--- src/hdl/rv32_subset_instruction_executor_macros.svh ---
// Assertion macros for the rv32 subset executor.
`ifndef RV32_SUBSET_INSTRUCTION_EXECUTOR_MACROS_SVH
`define RV32_SUBSET_INSTRUCTION_EXECUTOR_MACROS_SVH
// Implication checked on every clock, disabled in reset.
`define RSE_ASSERT(label, clk, rst_n, prop, msg) \
  label: assert property (@(posedge clk) disable iff (!rst_n) prop) else $error(msg);
// Next-cycle implication.
`define RSE_ASSERT_NEXT(label, clk, rst_n, ante, cons, msg) \
  label: assert property (@(posedge clk) disable iff (!rst_n) (ante) |=> (cons)) \
    else $error(msg);
`endif

--- src/hdl/rse_pkg.sv ---
// Package: opcodes, ALU function codes and helpers for the rv32 subset executor.
`timescale 1ns / 1ps
`default_nettype none
package rse_pkg;
  localparam int unsigned DmemWords = 4096;
  localparam int unsigned PcBits    = 16;

  localparam logic [6:0] OP_R      = 7'b0110011;
  localparam logic [6:0] OP_I      = 7'b0010011;
  localparam logic [6:0] OP_LOAD   = 7'b0000011;
  localparam logic [6:0] OP_STORE  = 7'b0100011;
  localparam logic [6:0] OP_BRANCH = 7'b1100011;
  localparam logic [6:0] OP_JAL    = 7'b1101111;
  localparam logic [6:0] OP_JALR   = 7'b1100111;

  localparam logic [31:0] ShiftLimit = 32'd30;

  typedef enum logic [3:0] {
    FN_AND, FN_OR, FN_ADD, FN_SUB, FN_MUL, FN_REM, FN_SLL, FN_LT, FN_GE
  } alu_fn_e;

  // Request from sequencer to shared unit.
  typedef struct packed {
    logic    start;
    alu_fn_e fn;
  } alu_req_t;

  typedef struct packed {
    logic done;
  } alu_rsp_t;

  function automatic alu_fn_e base_fn(input logic [2:0] f3);
    alu_fn_e r;
    unique case (f3)
      3'd0:    r = FN_ADD;
      3'd1:    r = FN_SLL;
      3'd6:    r = FN_OR;
      default: r = FN_AND;
    endcase
    return r;
  endfunction
endpackage
`default_nettype wire

--- src/hdl/rse_alu.sv ---
// Shared arithmetic unit: registered simple ops, mul and a bit-serial remainder.
`timescale 1ns / 1ps
`default_nettype none
`include "rv32_subset_instruction_executor_macros.svh"
module rse_alu
  import rse_pkg::*;
(
  input  wire logic        clk_i,
  input  wire logic        rst_ni,
  input  wire alu_req_t    req_i,
  input  wire logic [31:0] a_i,
  input  wire logic [31:0] b_i,
  output alu_rsp_t         rsp_o,
  output logic [31:0]      res_o
);
  localparam logic [1:0] S_IDLE = 2'd0;
  localparam logic [1:0] S_DIV  = 2'd1;
  localparam logic [1:0] S_FIX  = 2'd2;

  logic [1:0]  state_q, state_d;
  logic [5:0]  cnt_q, cnt_d;
  logic [31:0] rem_q, rem_d, quo_q, quo_d, dvs_q, dvs_d, res_q, res_d;
  logic        neg_q, neg_d, done_q, done_d;
  logic [32:0] trial;
  logic        lt;
  logic [31:0] ma, mb;

  assign lt = (a_i ^ 32'h8000_0000) < (b_i ^ 32'h8000_0000);
  assign ma = a_i[31] ? 32'd0 - a_i : a_i;
  assign mb = b_i[31] ? 32'd0 - b_i : b_i;
  assign trial = {rem_q, quo_q[31]} - {1'b0, dvs_q};

  always_comb begin
    state_d = state_q;
    cnt_d   = cnt_q;
    rem_d   = rem_q;
    quo_d   = quo_q;
    dvs_d   = dvs_q;
    neg_d   = neg_q;
    res_d   = res_q;
    done_d  = 1'b0;
    unique case (state_q)
      S_IDLE: begin
        if (req_i.start) begin
          done_d = 1'b1;
          unique case (req_i.fn)
            FN_OR:  res_d = a_i | b_i;
            FN_ADD: res_d = a_i + b_i;
            FN_SUB: res_d = a_i - b_i;
            FN_MUL: res_d = a_i * b_i;
            FN_SLL: res_d = (b_i > ShiftLimit) ? 32'd0 : (a_i << b_i[4:0]);
            FN_LT:  res_d = lt ? 32'd0 : 32'd1;
            FN_GE:  res_d = lt ? 32'd1 : 32'd0;
            FN_REM: begin
              if (b_i == 32'd0) begin
                res_d = a_i;
              end else begin
                done_d  = 1'b0;
                state_d = S_DIV;
                rem_d   = 32'd0;
                quo_d   = ma;
                dvs_d   = mb;
                neg_d   = a_i[31];
                cnt_d   = 6'd32;
              end
            end
            default: res_d = a_i & b_i;
          endcase
        end
      end
      S_DIV: begin
        // One restoring step per cycle; quo_q shifts out dividend bits.
        if (!trial[32]) rem_d = trial[31:0];
        else            rem_d = {rem_q[30:0], quo_q[31]};
        quo_d = {quo_q[30:0], 1'b0};
        cnt_d = cnt_q - 6'd1;
        if (cnt_q == 6'd1) state_d = S_FIX;
      end
      S_FIX: begin
        res_d   = neg_q ? 32'd0 - rem_q : rem_q;
        done_d  = 1'b1;
        state_d = S_IDLE;
      end
      default: state_d = S_IDLE;
    endcase
  end

  always_ff @(posedge clk_i or negedge rst_ni) begin
    if (!rst_ni) begin
      state_q <= S_IDLE;
      cnt_q   <= '0;
      done_q  <= 1'b0;
    end else begin
      state_q <= state_d;
      cnt_q   <= cnt_d;
      done_q  <= done_d;
    end
  end

  always_ff @(posedge clk_i) begin
    rem_q <= rem_d;
    quo_q <= quo_d;
    dvs_q <= dvs_d;
    neg_q <= neg_d;
    res_q <= res_d;
  end

  assign rsp_o.done = done_q;
  assign res_o      = res_q;

  `RSE_ASSERT(a_div_cnt, clk_i, rst_ni, (state_q == S_DIV) |-> (cnt_q != 6'd0),
    "divider count underflow")
  `RSE_ASSERT_NEXT(a_fix_done, clk_i, rst_ni, state_q == S_FIX, done_q,
    "remainder fixup without done")
  `RSE_ASSERT(a_busy_nostart, clk_i, rst_ni, (state_q != S_IDLE) |-> !req_i.start,
    "start while divider busy")
endmodule
`default_nettype wire

--- config.mk ---
export PLATFORM = sky130hd
export DESIGN_NAME = rse_alu
export DESIGN_NICKNAME = d
export VERILOG_FILES = /design/src/hdl/rse_pkg.sv /design/src/hdl/rse_alu.sv
export VERILOG_INCLUDE_DIRS = /design/src /design/src/hdl
export SDC_FILE = /design/constraint.sdc
export NUM_CORES = 2
export LEC_CHECK = 0
export ABC_AREA = 1
export BUFFER_PORTS_ARGS = -buffer_cell sky130_fd_sc_hd__buf_2
export CORE_UTILIZATION = 52
export DETAILED_ROUTE_END_ITERATION = 8
export PLACE_DENSITY = 0.71
export SYNTH_ARGS = -nofsm -noshare
export SYNTH_HDL_FRONTEND = slang
export SYNTH_SLANG_ARGS = --single-unit
--- constraint.sdc ---
create_clock -name clk_i -period 5.2 [get_ports clk_i]
set_clock_uncertainty 0.05 [all_clocks]
set_input_delay 0.52 -clock clk_i [delete_from_list [all_inputs] [get_ports clk_i]]
set_output_delay 0.52 -clock clk_i [all_outputs]
set_load 0.02 [all_outputs]
==> results.md <==
* Setup violations, final at 24
* Cell mode on critical path: fa_1
* Yosys reg bits at about 140
* Relative slew slack at about a third
* Final period utilization at 130%
* Post-Syn Area at between 30,000 and 40,000 µm²
* Gr usage total at a little under half
* Die area at between 60,000 and 70,000 µm²
* FMAX at 148 MHz
* Number of hold violations in the final report at 0
* Initial antenna violation count at 13
* Crit end category: flop
* Layout cells sized above 1 at between 20% and 30%
* Failing checks: setup timing
* P&R area growth vs syn at 25.5%
* Vias/cell at 5.62
* Rows at 91
* Startpoint types: input port
* Root Buffer: clkbuf_16
* Critical path's slowest cell: fa_1
* CTS sink count at roughly 140
* Largest net degree at the start of global routing at 60
* Drt total wl at about 150 mm
* Drt wl/cell at around 24 µm
* Setup TNS at -30,250 ps
* DRC Markers at 0
* DPL Wire Length at roughly 120 mm
* Dominant register cell in the synthesized netlist: edfxtp_1
* Grt ovf at 0
* Synth cell types at 62
* Util after Layout at 66.6%
* Placer's final routability congestion estimate at 1.07
* Slowest Stage Delay on Critical Path at 540 ps
* Nets at approximately 6,000
* H-tree depth at 4
* Post-synth EDFFs at 129
* Worst-margin pin slew at 1000 ps
* Warnings, synthesis at 0
* Status: finished, violations left
* Synthesized Nets at approximately 5,500
* Skew-Pair Late Insertion Delay at 470 ps
* Critical path type: in2reg
* First-pass GRT wire length at between 200 and 250 mm
* # fillers at 5,425
* Num CTS Buffers at 17
* Via count at approximately 34,000
* Final WS setup at -1540 ps
* Clk buf depth at 2
* Drt initial violations at 3,626
* Required time of the critical path at approximately 5300 ps
* Max-cap violations at 0
* Die Ht at ~250 µm
* Vias in the first global route at ~33,000
* Drt first pass iters at 6
* Syn Inst Count at 4,721
* Critical path fanouts, max at 6
* Worst Path Arrival at between 6000 and 7000 ps
* Max Slew Vio Count at 0
* Fraction of registers with async set/reset at 6.52%
* Die W at ~250 µm
* Initial Util at between 50% and 60%
* Syn_area_per_cell at about 7 µm²
* Worst-path clk slew at 70 ps
* Ports at around 100
* Sequential area share after synthesis at between 10% and 20%
* Port Buf Inserts at around 100
* Core area at just over 60,000 µm²
* CTS tree: built
* Antenna-violating nets left at 0
* RSZ-0062 raised after global routing: yes
* Final min period at between 6000 and 7000 ps
* Worst hold-check path type: in2reg
[synthesized netlist by cell type (23+ instances only)]
library cell	count	share of area (%)
buf_2	23	0.35
xor2_1	68	1.8
o21bai_1	23	0.52
nand2_1	1182	13
inv_1	1075	12
edfxtp_1	129	12
o22ai_1	32	0.61
nor3_1	45	0.68
a21oi_1	180	2.7
fa_1	410	25
buf_1	46	0.52
nor2_1	333	3.8
nand3_1	177	2.7
clkbuf_1	140	1.6
nand4_1	33	0.63
ha_1	288	11
o21ai_0	262	4.0
or2_2	26	0.49
[path summary, 6_finish.rpt]
path / startpoint / depth (start not counted) / to / slack (ps)
worst max-delay path: a_i[11] / 33 / res_o[28] / -1540
worst max register to register: rem_q[0] / 13 / res_o[28] / 1380
max in group asynchronous: rst_ni / 2 / cnt_q[4] / 4530
worst min-delay path: req_i[4] / 3 / rsp_o / 310
worst min register to register: quo_q[23] / 2 / quo_q[24] / 470
min in group asynchronous: rst_ni / 2 / rsp_o / 390
[sequential cells by signal, summed over array words and instances, names as in the netlist]
register	cells
cnt_q	6
dvs_q	32
neg_q	1
quo_q	32
rem_q	32
res_o	32
rsp_o	1
state_q	2
[through the flow]
stage               instances  worst slack (ps)  hold WS (ps)  area, µm²
finish                   6061             -1540           311      41400
global route             6058             -1720           351      41400
CTS                      6035             -1430           309      40500
detailed placement       5939             -2370           336      38000
global placement         5939             -2250           331      38000
floorplan                4721             -1610           174      33600
[what timing repair did]
| item | in CTS | in global routing |
|---|---|---|
| gates resized for setup | 359 | 165 |
| cloned | 5 | 0 |
| setup endpoints to repair | 25 | 25 |
| endpoints found under the hold margin | 9 | 0 |
| hold buffers | 1 | 0 |
| pin swaps | 152 | 107 |
| setup buffers | 62 | 21 |
[routing by layer]
layer / global-route usage [%] / share of wire [%] / up-vias
met4: 29.8 / 8.0 / 14
met2: 69.5 / 43 / 1930
li1: - / - / 15400
met5: 2.63 / 0.20 / -
met3: 13.1 / 11 / 489
met1: 56.8 / 37 / 16200
[cells by family after synthesis]
kind of cell / Yosys count / synth area share (%)
compound gates: 618 / 10.6
xor+xnor: 86 / 2.28
fa+ha+maj: 698 / 35.8
buf+inv: 1303 / 15.1
flops: 138 / 12.4
mux: 6 / 0.182
simple gates: 1872 / 23.6
[area by class of cell]
class	instances	area, µm²	share of cell area [%]
Tap cell	837	1050	2.53
Multi-Input combinational cell	3280	25600	61.9
Inverter	1086	4080	9.85
Clock inverter	10	119	0.287
Timing Repair Buffer	679	5960	14.4
Clock buffer	22	464	1.12
Antenna cell	9	22.5	0.0544
Sequential cell	138	4100	9.90
[critical path: cells and delay by family]
family / cells / cell delay (ps)
fa+ha+maj: 9 / 4310
simple gates: 13 / 1150
buf+inv: 9 / 670
compound gates: 2 / 160
[placed cells by master (no fill, tap or decap), drive strengths merged, types with 11 or more instances in the layout]
cell type,instances
a31oi,17
o211ai,17
clkbuf,23
nand3b,11
nor3,56
a21oi,181
a21o,15
xor2,68
ha,288
fa,410
o21bai,23
nand2,1189
nor4,24
edfxtp,129
nand4,35
nor2,345
inv,1084
xnor2,18
o21ai,273
o22ai,32
or2,28
nand3,180
buf,675
Power is left out: the tool's default activity adds up to more than one toggle a clock period on the data nets, which glitch-free logic cannot reach.
